**config.mk**
```make
export PLATFORM = sky130hd
export DESIGN_NAME = can_peer_health_monitor_top
export DESIGN_NICKNAME = d
export VERILOG_FILES = /design/src/rtl/cphm_pkg.sv /design/src/rtl/cphm_ctrl.sv /design/src/rtl/cphm_dp.sv /design/src/rtl/can_peer_health_monitor_top.sv
export SDC_FILE = /design/constraint.sdc
export NUM_CORES = 2
export LEC_CHECK = 0
export ABC_AREA = 1
export ABC_CLOCK_PERIOD_IN_PS = 16000
export BUFFER_PORTS_ARGS = -buffer_cell sky130_fd_sc_hd__buf_2
export CORE_MARGIN = 2
export CORE_UTILIZATION = 30
export DETAILED_ROUTE_END_ITERATION = 8
export PLACE_DENSITY = 0.43
export SLEW_MARGIN = 10
export SYNTH_ARGS = -nofsm -noshare
export SYNTH_HDL_FRONTEND = slang
export SYNTH_SLANG_ARGS = --single-unit
```
**constraint.sdc**
```tcl
create_clock -name i_clk -period 16 [get_ports i_clk]
set_clock_uncertainty 0.15 [all_clocks]
set_input_delay 1.6 -clock i_clk [delete_from_list [all_inputs] [get_ports i_clk]]
set_output_delay 1.6 -clock i_clk [all_outputs]
set_load 0.02 [all_outputs]
```
**src/rtl/cphm_pkg.sv**
```systemverilog
package cphm_pkg;

    localparam int NUM_PEERS = 6;
    localparam int SLOT_W    = 3;

    localparam logic [SLOT_W-1:0] SLOT_BATTERY    = 3'd0;
    localparam logic [SLOT_W-1:0] SLOT_MOTOR_LO   = 3'd1;
    localparam logic [SLOT_W-1:0] SLOT_MOTOR_HI   = 3'd4;
    localparam logic [SLOT_W-1:0] SLOT_SUPERVISOR = 3'd5;
    localparam logic [SLOT_W-1:0] SLOT_LAST       = 3'(NUM_PEERS - 1);

    localparam logic [7:0]  ID_MOTOR_LO   = 8'd1;
    localparam logic [7:0]  ID_MOTOR_HI   = 8'd4;
    localparam logic [7:0]  ID_SUPERVISOR = 8'd255;
    localparam logic [31:0] WINDOW_MS     = 32'd1000;
    localparam logic [7:0]  FAIL_MAX      = 8'd255;

    localparam logic [2:0] FN_TX       = 3'd0;
    localparam logic [2:0] FN_TX_OK    = 3'd1;
    localparam logic [2:0] FN_RX       = 3'd2;
    localparam logic [2:0] FN_CHECK    = 3'd3;
    localparam logic [2:0] FN_RST_PEER = 3'd4;
    localparam logic [2:0] FN_RST_ALL  = 3'd5;

    localparam logic [1:0] CFG_MOTOR_TIMEOUT = 2'd0;
    localparam logic [1:0] CFG_FAIL_DEGRADE  = 2'd1;
    localparam logic [1:0] CFG_MAX_ERRORS    = 2'd2;

    localparam logic [15:0] RST_MOTOR_TIMEOUT = 16'd100;
    localparam logic [7:0]  RST_FAIL_DEGRADE  = 8'd3;
    localparam logic [15:0] RST_MAX_ERRORS    = 16'd10;

    typedef logic [SLOT_W-1:0] t_slot;

    typedef struct packed {
        logic  load;
        logic  op;
        logic  sweep;
        logic  fin;
        logic  resp;
        t_slot idx;
    } t_cmd;

    typedef struct packed {
        logic is_check;
    } t_status;

    function automatic t_slot slot_of(input logic [7:0] id);
        t_slot s;
        s = SLOT_BATTERY;
        if (id >= ID_MOTOR_LO && id <= ID_MOTOR_HI) begin
            s = id[SLOT_W-1:0];
        end else if (id == ID_SUPERVISOR) begin
            s = SLOT_SUPERVISOR;
        end
        return s;
    endfunction

endpackage

```
**src/rtl/cphm_ctrl.sv**
```systemverilog
module cphm_ctrl (
    input  logic                i_clk,
    input  logic                i_rst_n,
    input  logic                i_valid,
    output logic                o_ready,
    output logic                o_valid,
    input  logic                i_ready,
    input  cphm_pkg::t_status   i_status,
    output cphm_pkg::t_cmd      o_cmd
);

    localparam logic [2:0] S_IDLE  = 3'd0;
    localparam logic [2:0] S_OP    = 3'd1;
    localparam logic [2:0] S_SWEEP = 3'd2;
    localparam logic [2:0] S_FIN   = 3'd3;
    localparam logic [2:0] S_RESP  = 3'd4;

    logic [2:0]          r_state, n_state;
    cphm_pkg::t_slot     r_idx, n_idx;
    logic                r_out_valid, n_out_valid;
    logic                w_accept;
    logic                w_resp_fire;

    assign o_ready     = (r_state == S_IDLE);
    assign w_accept    = i_valid && o_ready;
    assign w_resp_fire = (r_state == S_RESP) && (!r_out_valid || i_ready);
    assign o_valid     = r_out_valid;

    always_comb begin
        n_state     = r_state;
        n_idx       = r_idx;
        n_out_valid = r_out_valid;
        o_cmd       = '0;
        o_cmd.idx   = r_idx;
        if (r_out_valid && i_ready) begin
            n_out_valid = 1'b0;
        end
        unique case (r_state)
            S_IDLE: begin
                if (w_accept) begin
                    o_cmd.load = 1'b1;
                    n_idx      = cphm_pkg::SLOT_BATTERY;
                    n_state    = i_status.is_check ? S_SWEEP : S_OP;
                end
            end
            S_OP: begin
                o_cmd.op = 1'b1;
                n_state  = S_RESP;
            end
            S_SWEEP: begin
                o_cmd.sweep = 1'b1;
                if (r_idx == cphm_pkg::SLOT_LAST) begin
                    n_state = S_FIN;
                end else begin
                    n_idx = r_idx + cphm_pkg::t_slot'(1);
                end
            end
            S_FIN: begin
                o_cmd.fin = 1'b1;
                n_state   = S_RESP;
            end
            S_RESP: begin
                if (w_resp_fire) begin
                    o_cmd.resp  = 1'b1;
                    n_out_valid = 1'b1;
                    n_state     = S_IDLE;
                end
            end
            default: begin
                n_state = S_IDLE;
            end
        endcase
    end

    always_ff @(posedge i_clk) begin
        if (!i_rst_n) begin
            r_state     <= S_IDLE;
            r_idx       <= '0;
            r_out_valid <= 1'b0;
        end else begin
            r_state     <= n_state;
            r_idx       <= n_idx;
            r_out_valid <= n_out_valid;
        end
    end

`ifndef NO_ASSERTIONS
    a_valid_from_resp: assert property (@(posedge i_clk) disable iff (!i_rst_n)
        $rose(r_out_valid) |-> $past(r_state) == S_RESP)
        else $error("result raised outside response state");
    a_check_sweeps: assert property (@(posedge i_clk) disable iff (!i_rst_n)
        (w_accept && i_status.is_check) |=> (r_state == S_SWEEP && r_idx == '0))
        else $error("health check did not start slot sweep at slot 0");
    a_idx_range: assert property (@(posedge i_clk) disable iff (!i_rst_n)
        r_state == S_SWEEP |-> r_idx <= cphm_pkg::SLOT_LAST)
        else $error("sweep index out of range");
    a_fin_after_sweep: assert property (@(posedge i_clk) disable iff (!i_rst_n)
        r_state == S_FIN |-> ($past(r_state) == S_SWEEP &&
                              $past(r_idx) == cphm_pkg::SLOT_LAST))
        else $error("finish entered before full sweep");
`endif

endmodule

```
**src/rtl/cphm_dp.sv**
```systemverilog
module cphm_dp (
    input  logic                i_clk,
    input  logic                i_rst_n,
    input  logic                i_cfg_we,
    input  logic [1:0]          i_cfg_index,
    input  logic [15:0]         i_cfg_data,
    input  logic [2:0]          i_func,
    input  logic [7:0]          i_peer_id,
    input  logic [31:0]         i_now_ms,
    input  cphm_pkg::t_cmd      i_cmd,
    output cphm_pkg::t_status   o_status,
    output logic [1:0]          o_health,
    output logic [5:0]          o_timeout_mask,
    output logic [5:0]          o_error_mask,
    output logic                o_bus_off,
    output logic [15:0]         o_msgs_per_second,
    output logic [2:0]          o_peer_flags,
    output logic [7:0]          o_peer_failures,
    output logic [31:0]         o_peer_rx_count,
    output logic [31:0]         o_peer_tx_count,
    output logic [31:0]         o_peer_timeouts,
    output logic [31:0]         o_peer_errors,
    output logic [31:0]         o_total_errors
);

    localparam int NP = cphm_pkg::NUM_PEERS;

    logic [15:0] r_motor_timeout;
    logic [7:0]  r_fail_degrade;
    logic [15:0] r_max_errors;

    logic [2:0]       r_func;
    cphm_pkg::t_slot  r_slot;
    logic [31:0]      r_now;

    logic        r_conn    [0:NP-1];
    logic        r_resp    [0:NP-1];
    logic        r_degr    [0:NP-1];
    logic [7:0]  r_fail    [0:NP-1];
    logic [31:0] r_last_rx [0:NP-1];
    logic [31:0] r_win_st  [0:NP-1];
    logic [15:0] r_win_cnt [0:NP-1];
    logic [31:0] r_rx_tot  [0:NP-1];
    logic [31:0] r_tx_tot  [0:NP-1];
    logic [31:0] r_to_tot  [0:NP-1];
    logic [31:0] r_err_tot [0:NP-1];

    logic [31:0] r_glob_err;
    logic        r_bus_ok;
    logic [15:0] r_rate_sum;

    logic [15:0] r_sum;
    logic        r_crit;
    logic [5:0]  r_tmask;
    logic [5:0]  r_emask;
    logic        r_off;

    cphm_pkg::t_slot k;
    logic [31:0] w_win_age;
    logic [31:0] w_rx_age;
    logic        w_motor;
    logic        w_tout;
    logic [7:0]  w_fail_inc;
    logic        w_degrade;
    logic        w_disc;
    logic [1:0]  w_err_add;

    assign o_status.is_check = (i_func == cphm_pkg::FN_CHECK);

    assign k          = i_cmd.idx;
    assign w_win_age  = r_now - r_win_st[k];
    assign w_rx_age   = r_now - r_last_rx[k];
    assign w_motor    = (k >= cphm_pkg::SLOT_MOTOR_LO) && (k <= cphm_pkg::SLOT_MOTOR_HI);
    assign w_tout     = w_motor && r_conn[k] && r_resp[k] &&
                        (w_rx_age > {16'd0, r_motor_timeout});
    assign w_fail_inc = (r_fail[k] < cphm_pkg::FAIL_MAX) ? r_fail[k] + 8'd1 : r_fail[k];
    assign w_degrade  = w_tout && (w_fail_inc >= r_fail_degrade);
    assign w_disc     = w_degrade && ({8'd0, w_fail_inc} >= r_max_errors);
    assign w_err_add  = {w_degrade, w_tout && !w_degrade};

    always_ff @(posedge i_clk) begin
        if (!i_rst_n) begin
            r_motor_timeout <= cphm_pkg::RST_MOTOR_TIMEOUT;
            r_fail_degrade  <= cphm_pkg::RST_FAIL_DEGRADE;
            r_max_errors    <= cphm_pkg::RST_MAX_ERRORS;
        end else if (i_cfg_we) begin
            unique case (i_cfg_index)
                cphm_pkg::CFG_MOTOR_TIMEOUT: r_motor_timeout <= i_cfg_data;
                cphm_pkg::CFG_FAIL_DEGRADE:  r_fail_degrade  <= i_cfg_data[7:0];
                cphm_pkg::CFG_MAX_ERRORS:    r_max_errors    <= i_cfg_data;
                default: begin
                end
            endcase
        end
    end

    always_ff @(posedge i_clk) begin
        if (i_cmd.load) begin
            r_func <= i_func;
            r_slot <= cphm_pkg::slot_of(i_peer_id);
            r_now  <= i_now_ms;
        end
    end

    always_ff @(posedge i_clk) begin
        if (!i_rst_n) begin
            for (int s = 0; s < NP; s++) begin
                r_conn[s]    <= 1'b0;
                r_resp[s]    <= 1'b0;
                r_degr[s]    <= 1'b0;
                r_fail[s]    <= '0;
                r_last_rx[s] <= '0;
                r_win_st[s]  <= '0;
                r_win_cnt[s] <= '0;
                r_rx_tot[s]  <= '0;
                r_tx_tot[s]  <= '0;
                r_to_tot[s]  <= '0;
                r_err_tot[s] <= '0;
            end
            r_glob_err <= '0;
            r_bus_ok   <= 1'b1;
            r_rate_sum <= '0;
            r_sum      <= '0;
            r_crit     <= 1'b0;
            r_tmask    <= '0;
            r_emask    <= '0;
            r_off      <= 1'b0;
        end else begin
            if (i_cmd.load) begin
                r_sum   <= '0;
                r_crit  <= 1'b0;
                r_tmask <= '0;
                r_emask <= '0;
                r_off   <= 1'b0;
            end
            if (i_cmd.op) begin
                case (r_func)
                    cphm_pkg::FN_TX: begin
                        r_tx_tot[r_slot] <= r_tx_tot[r_slot] + 32'd1;
                    end
                    cphm_pkg::FN_TX_OK: begin
                        r_resp[r_slot] <= 1'b1;
                        r_fail[r_slot] <= '0;
                    end
                    cphm_pkg::FN_RX: begin
                        r_last_rx[r_slot] <= r_now;
                        r_rx_tot[r_slot]  <= r_rx_tot[r_slot] + 32'd1;
                        r_conn[r_slot]    <= 1'b1;
                        r_resp[r_slot]    <= 1'b1;
                        r_fail[r_slot]    <= '0;
                        r_win_cnt[r_slot] <= r_win_cnt[r_slot] + 16'd1;
                    end
                    cphm_pkg::FN_RST_PEER: begin
                        r_conn[r_slot]    <= 1'b0;
                        r_resp[r_slot]    <= 1'b0;
                        r_degr[r_slot]    <= 1'b0;
                        r_fail[r_slot]    <= '0;
                        r_last_rx[r_slot] <= '0;
                        r_win_st[r_slot]  <= r_now;
                        r_win_cnt[r_slot] <= '0;
                        r_rx_tot[r_slot]  <= '0;
                        r_tx_tot[r_slot]  <= '0;
                        r_to_tot[r_slot]  <= '0;
                        r_err_tot[r_slot] <= '0;
                    end
                    cphm_pkg::FN_RST_ALL: begin
                        for (int s = 0; s < NP; s++) begin
                            r_conn[s]    <= 1'b0;
                            r_resp[s]    <= 1'b0;
                            r_degr[s]    <= 1'b0;
                            r_fail[s]    <= '0;
                            r_last_rx[s] <= '0;
                            r_win_st[s]  <= r_now;
                            r_win_cnt[s] <= '0;
                            r_rx_tot[s]  <= '0;
                            r_tx_tot[s]  <= '0;
                            r_to_tot[s]  <= '0;
                            r_err_tot[s] <= '0;
                        end
                        r_glob_err <= '0;
                        r_bus_ok   <= 1'b1;
                        r_rate_sum <= '0;
                    end
                    default: begin
                    end
                endcase
            end
            if (i_cmd.sweep) begin
                // window sum and restart, then motor timeout for the same slot
                r_sum <= r_sum + r_win_cnt[k];
                if (w_win_age >= cphm_pkg::WINDOW_MS) begin
                    r_win_st[k]  <= r_now;
                    r_win_cnt[k] <= '0;
                end
                if (w_tout) begin
                    r_to_tot[k] <= r_to_tot[k] + 32'd1;
                    r_resp[k]   <= 1'b0;
                    r_fail[k]   <= w_fail_inc;
                    r_tmask[k]  <= 1'b1;
                end
                if (w_degrade) begin
                    r_degr[k]    <= 1'b1;
                    r_err_tot[k] <= r_err_tot[k] + 32'd1;
                    r_emask[k]   <= 1'b1;
                    r_crit       <= 1'b1;
                end
                if (w_disc) begin
                    r_conn[k] <= 1'b0;
                    r_off     <= 1'b1;
                end
                r_glob_err <= r_glob_err + {30'd0, w_err_add};
            end
            if (i_cmd.fin) begin
                r_rate_sum <= r_sum;
                if (r_glob_err > {16'd0, r_max_errors}) begin
                    r_bus_ok <= 1'b0;
                    r_crit   <= 1'b1;
                end
            end
        end
    end

    always_ff @(posedge i_clk) begin
        if (i_cmd.resp) begin
            o_health          <= {!r_bus_ok, r_crit};
            o_timeout_mask    <= r_tmask;
            o_error_mask      <= r_emask;
            o_bus_off         <= r_off;
            o_msgs_per_second <= r_rate_sum;
            o_peer_flags      <= {r_degr[r_slot], r_resp[r_slot], r_conn[r_slot]};
            o_peer_failures   <= r_fail[r_slot];
            o_peer_rx_count   <= r_rx_tot[r_slot];
            o_peer_tx_count   <= r_tx_tot[r_slot];
            o_peer_timeouts   <= r_to_tot[r_slot];
            o_peer_errors     <= r_err_tot[r_slot];
            o_total_errors    <= r_glob_err;
        end
    end

`ifndef NO_ASSERTIONS
    a_masks_motor_only: assert property (@(posedge i_clk) disable iff (!i_rst_n)
        (r_tmask[0] == 1'b0 && r_tmask[5] == 1'b0))
        else $error("timeout flagged on a non-motor slot");
    a_emask_sub_tmask: assert property (@(posedge i_clk) disable iff (!i_rst_n)
        (r_emask & ~r_tmask) == 6'd0)
        else $error("error flagged on a slot that did not time out");
    a_off_needs_crit: assert property (@(posedge i_clk) disable iff (!i_rst_n)
        r_off |-> r_crit)
        else $error("disconnect without critical");
`endif

endmodule

```
**src/rtl/can_peer_health_monitor_top.sv**
```systemverilog
// CAN peer health monitor: status for six peer slots (battery, four motors,
// supervisor), updated by timestamped events.
// Input channel (i_valid/o_ready) moves one event per transfer: i_func,
// i_peer_id, i_now_ms. Output channel (o_valid/i_ready) moves one result per
// event: check flags and masks, the rate sum and the addressed slot counters.
// The block works on one event at a time. Any event other than a health check
// passes through the op state to the response state; a health check sweeps
// each peer slot in turn, then runs the finish step and loads the output.
// Only once the result is loaded does the block return to idle and take the
// next event, so a new event is never taken before the last one is through.
// The result sits in an output register; a new event is accepted while it
// waits. If the receiver stalls, the following result is held back inside
// the block until the output register frees, and no event is taken meanwhile.
// Config writes (i_cfg_we, i_cfg_index, i_cfg_data) take effect at once; the
// user must make them only while idle, as the block does not enforce this.
// Reset (synchronous, active low) clears all slots and counters, sets the bus
// healthy, and loads the default timeout, degrade and error limits.
module can_peer_health_monitor_top (
    input  logic        i_clk,
    input  logic        i_rst_n,
    input  logic        i_cfg_we,
    input  logic [1:0]  i_cfg_index,
    input  logic [15:0] i_cfg_data,
    input  logic        i_valid,
    output logic        o_ready,
    input  logic [2:0]  i_func,
    input  logic [7:0]  i_peer_id,
    input  logic [31:0] i_now_ms,
    output logic        o_valid,
    input  logic        i_ready,
    output logic [1:0]  o_health,
    output logic [5:0]  o_timeout_mask,
    output logic [5:0]  o_error_mask,
    output logic        o_bus_off,
    output logic [15:0] o_msgs_per_second,
    output logic [2:0]  o_peer_flags,
    output logic [7:0]  o_peer_failures,
    output logic [31:0] o_peer_rx_count,
    output logic [31:0] o_peer_tx_count,
    output logic [31:0] o_peer_timeouts,
    output logic [31:0] o_peer_errors,
    output logic [31:0] o_total_errors
);

    cphm_pkg::t_cmd    w_cmd;
    cphm_pkg::t_status w_status;

    cphm_ctrl u_ctrl (
        .i_clk    (i_clk),
        .i_rst_n  (i_rst_n),
        .i_valid  (i_valid),
        .o_ready  (o_ready),
        .o_valid  (o_valid),
        .i_ready  (i_ready),
        .i_status (w_status),
        .o_cmd    (w_cmd)
    );

    cphm_dp u_dp (
        .i_clk             (i_clk),
        .i_rst_n           (i_rst_n),
        .i_cfg_we          (i_cfg_we),
        .i_cfg_index       (i_cfg_index),
        .i_cfg_data        (i_cfg_data),
        .i_func            (i_func),
        .i_peer_id         (i_peer_id),
        .i_now_ms          (i_now_ms),
        .i_cmd             (w_cmd),
        .o_status          (w_status),
        .o_health          (o_health),
        .o_timeout_mask    (o_timeout_mask),
        .o_error_mask      (o_error_mask),
        .o_bus_off         (o_bus_off),
        .o_msgs_per_second (o_msgs_per_second),
        .o_peer_flags      (o_peer_flags),
        .o_peer_failures   (o_peer_failures),
        .o_peer_rx_count   (o_peer_rx_count),
        .o_peer_tx_count   (o_peer_tx_count),
        .o_peer_timeouts   (o_peer_timeouts),
        .o_peer_errors     (o_peer_errors),
        .o_total_errors    (o_total_errors)
    );

endmodule
```
==> results.sh <==
export IMPL_status="finished, final reports clean"
export IMPL_p_sw_frac=0.300
export IMPL_wire_per_inst_microns=24.8
export IMPL_ir_drop_uv=69.3
export IMPL_critPathCaptureType="flop"
export IMPL_worst_pin_slew_ps=1310
export IMPL_combPwrFrac=0.168
export IMPL_clock_path_buffers=4
export IMPL_overflow=0
export IMPL_internal_power_w=0.0104
export IMPL_fin_crit_sh=0.595
export IMPL_rsz0062_at_grt="false"
export IMPL_final_max_slew_viol_count=0
export IMPL_cts_htree_levels=5
export IMPL_pin_count=270
export IMPL_ys_ff_latch=2124
export IMPL_start_kind="flop"
export IMPL_clkSinkCount=2124
export IMPL_ys_warn_count=0
export IMPL_row_count=216
export IMPL_fmax_mhz=105
export IMPL_synth_cell_types=77
export IMPL_dp_hpwl_microns=235000
export IMPL_dr_pass1_iters=6
export IMPL_p_per_area_nw_per_um2=126
export IMPL_final_antenna_net_count=0
export IMPL_vias=82900
export IMPL_cts_tree="built"
export IMPL_p_seq_frac=0.437
export IMPL_clock_root_buffer="clkbuf_16"
export IMPL_min_period_ps=9510
export IMPL_ys_flop_type="edfxtp_1"
export IMPL_start_util=0.302
export IMPL_ys_seq_area_frac=0.595
export IMPL_fin_tns_setup_ps=0
export IMPL_grt_pass1_vias=80300
export IMPL_portBuffers=269
export IMPL_ys_async_sr_fraction=0
export IMPL_cts_buffers=263
export IMPL_die_area_sq_um=354000
export IMPL_clkPwrFrac=0.395
export IMPL_drtIter0Drc=8041
export IMPL_nets=11300
export IMPL_grt_max_degree=191
export IMPL_p_leak_nw=45.1
export IMPL_finalPower_w=0.0149
export IMPL_syn_area_sq_um=105000
export IMPL_hold_violations=0
export IMPL_critical_path_max_stage_delay_ps=920
export IMPL_cp_common_cell="nor2_1"
export IMPL_required_ps=16640
export IMPL_criticalPathCategory="reg2reg"
export IMPL_arrival_ps=10150
export IMPL_via_per_inst=5.22
export IMPL_cts_setup_buffers=0
export IMPL_design_core_area_sq_um=347000
export IMPL_netlist_instances=11000
export IMPL_synth_edf_count=1977
export IMPL_avgSynthCellArea_sq_um=9.51
export IMPL_grt_pass1_wl_microns=567000
export IMPL_slew_headroom=0.122
export IMPL_drv_cap=0
export IMPL_die_y_microns=595
export IMPL_holdBufCountCts=0
export IMPL_clkSlewWorstSetupHoldPaths_ps=60
export IMPL_drc=0
export IMPL_drive_above_1_share=0.0991
export IMPL_drt_wl_total_microns=394000
export IMPL_die_w_microns=595
export IMPL_clk_latency_ps=910
export IMPL_antenna_found_initial=19
export IMPL_syn_nets=11200
export IMPL_cts_resized=0
export IMPL_syn2layout_area_growth_pct=13.4
export IMPL_hp_class="reg2reg"
export IMPL_grtUsageTotal=0.216
export IMPL_p_switching_w=0.00448
export IMPL_setup_violations=0
export IMPL_worstPathMaxFanout=131
export IMPL_gp_congestion=0.871
export IMPL_slowest_stage="buf_4"
cell families (layout without fill, tap and decap cells):
kind of cell | count (synthesis) | count (layout) | synth area share
AO/OA/AOI/OAI | 2482 | 2482 | 0.136
XOR/XNOR | 74 | 74 | 0.00619
adder cells (fa/ha/maj) | 142 | 142 | 0.0173
buffers and inverters | 1770 | 2052 | 0.0714
flip-flops | 2124 | 2124 | 0.595
multiplexers | 1 | 1 | 0.0000957
other | 0 | 4 | 0
AND/OR/NAND/NOR | 4412 | 4412 | 0.174
Yosys cell counts, types with 12 or more instances:
master / count / area (sq um)
nor2_1: 2154 / 8090
edfxtp_1: 1977 / 59400
nand2_1: 1600 / 6010
o21ai_0: 1206 / 6040
inv_1: 1097 / 4120
a21oi_1: 384 / 1920
clkbuf_1: 295 / 1110
o21ai_1: 229 / 1150
nand3_1: 216 / 1080
o22ai_1: 214 / 1340
nand4_1: 192 / 1200
buf_2: 174 / 871
dfxtp_1: 147 / 2940
ha_1: 138 / 1730
a221oi_1: 86 / 753
a22oi_1: 80 / 601
nor3_1: 66 / 330
o221ai_1: 62 / 543
buf_4: 60 / 450
xor2_1: 57 / 499
inv_2: 50 / 188
nor2_2: 50 / 313
buf_6: 49 / 552
o2111ai_1: 39 / 342
o2bb2ai_1: 38 / 333
o21ai_2: 35 / 307
a31oi_1: 31 / 194
buf_1: 31 / 116
nand3_2: 25 / 250
nor4_1: 21 / 131
xnor2_1: 17 / 149
nand2_2: 16 / 100
nor2_4: 16 / 180
o211ai_1: 16 / 120
a32o_1: 13 / 130
nand3b_1: 12 / 90.1
or2_2: 12 / 75.1
power by group through the flow:
| stage | combinational, W | clock, W | sequential [W] |
|---|---|---|---|
| detailed placement | 0.00251 | 0 | 0.00664 |
| global route | 0.00278 | 0.00621 | 0.00654 |
| floorplan | 0.00160 | 0 | 0.00662 |
| global placement | 0.00250 | 0 | 0.00663 |
| CTS | 0.00252 | 0.00601 | 0.00652 |
| finish | 0.00251 | 0.00589 | 0.00652 |
metal layers:
layer,routed length [microns],global-route usage,share of wire,vias to the layer above
met4,14900,0.0755,0.038,0
li1,-,-,-,38100
met5,0,0,0,-
met1,169000,0.285,0.43,41200
met3,22300,0.0254,0.056,614
met2,189000,0.365,0.48,2907
area by class of cell:
cell class / count / area [sq um]
Fill cell: 35300 / 228000
Sequential cell: 2124 / 62300
Multi-Input combinational cell: 7111 / 35200
Clock buffer: 340 / 7170
Tap cell: 4578 / 5730
Inverter: 1157 / 4380
Timing Repair Buffer: 434 / 2690
Clock inverter: 121 / 1110
Antenna cell: 4 / 10.0
cell usage in the layout, fill, tap and decap left out, drive strengths merged, types with 214 or more instances in the layout:
master     n
a21oi    384
buf      434
clkbuf   340
edfxtp  1977
inv     1165
nand2   1620
nand3    243
nor2    2220
o21ai   1472
o22ai    214
path summary, 6_finish.rpt:
kind                                                       from  slack [ps]                                   to  cells past startpoint
worst min register to register  u_dp.r_rate_sum[5]$_SDFFE_PN0P_         280  u_dp.o_msgs_per_second[5]$_DFFE_PP_                      0
worst max-delay path                                       flop        6490     u_dp.r_glob_err[26]$_SDFFE_PN0P_                     45
worst min-delay path            u_dp.r_rate_sum[5]$_SDFFE_PN0P_         280  u_dp.o_msgs_per_second[5]$_DFFE_PP_                      0
worst max register to register                             flop        6490     u_dp.r_glob_err[26]$_SDFFE_PN0P_                     45
through the flow:
stage / area, sq um / utilization / setup slack, ps / hold slack [ps] / instances
3_3_place_gp: 110000 / 0.318 / 6620 / 270 / 15400
6_report: 119000 / 0.342 / 6490 / 279 / 15900
3_5_place_dp: 110000 / 0.318 / 6550 / 270 / 15400
2_1_floorplan: 105000 / - / 5110 / 259 / 11000
5_1_grt: 119000 / 0.342 / 5560 / 292 / 15900
4_1_cts: 119000 / 0.342 / 6520 / 285 / 15900
flip-flops by register name, indices dropped and copies added (netlist names), 16 cells and up, named ones only:
register	cells
u_dp.o_total_errors	32
u_dp.r_to_tot	256
u_dp.r_win_st	256
u_dp.o_peer_tx_count	32
u_dp.o_peer_timeouts	32
u_dp.r_rate_sum	16
u_dp.r_fail	64
u_dp.r_sum	16
u_dp.o_peer_errors	32
u_dp.r_err_tot	256
u_dp.r_glob_err	32
u_dp.r_tx_tot	256
u_dp.o_msgs_per_second	16
u_dp.r_max_errors	16
u_dp.r_last_rx	256
u_dp.r_motor_timeout	16
u_dp.r_rx_tot	256
u_dp.o_peer_rx_count	32
u_dp.r_now	32
u_dp.r_win_cnt	128
worst max-delay path, delay by kind of cell, from the launching register on:
kind / cells / cell delay (ps)
compound gates: 4 / 670
xor+xnor: 1 / 110
flops: 1 / 790
simple gates: 32 / 4510
buf+inv: 4 / 1540
fa+ha+maj: 4 / 1380
(Power assumes the default switching activity.)
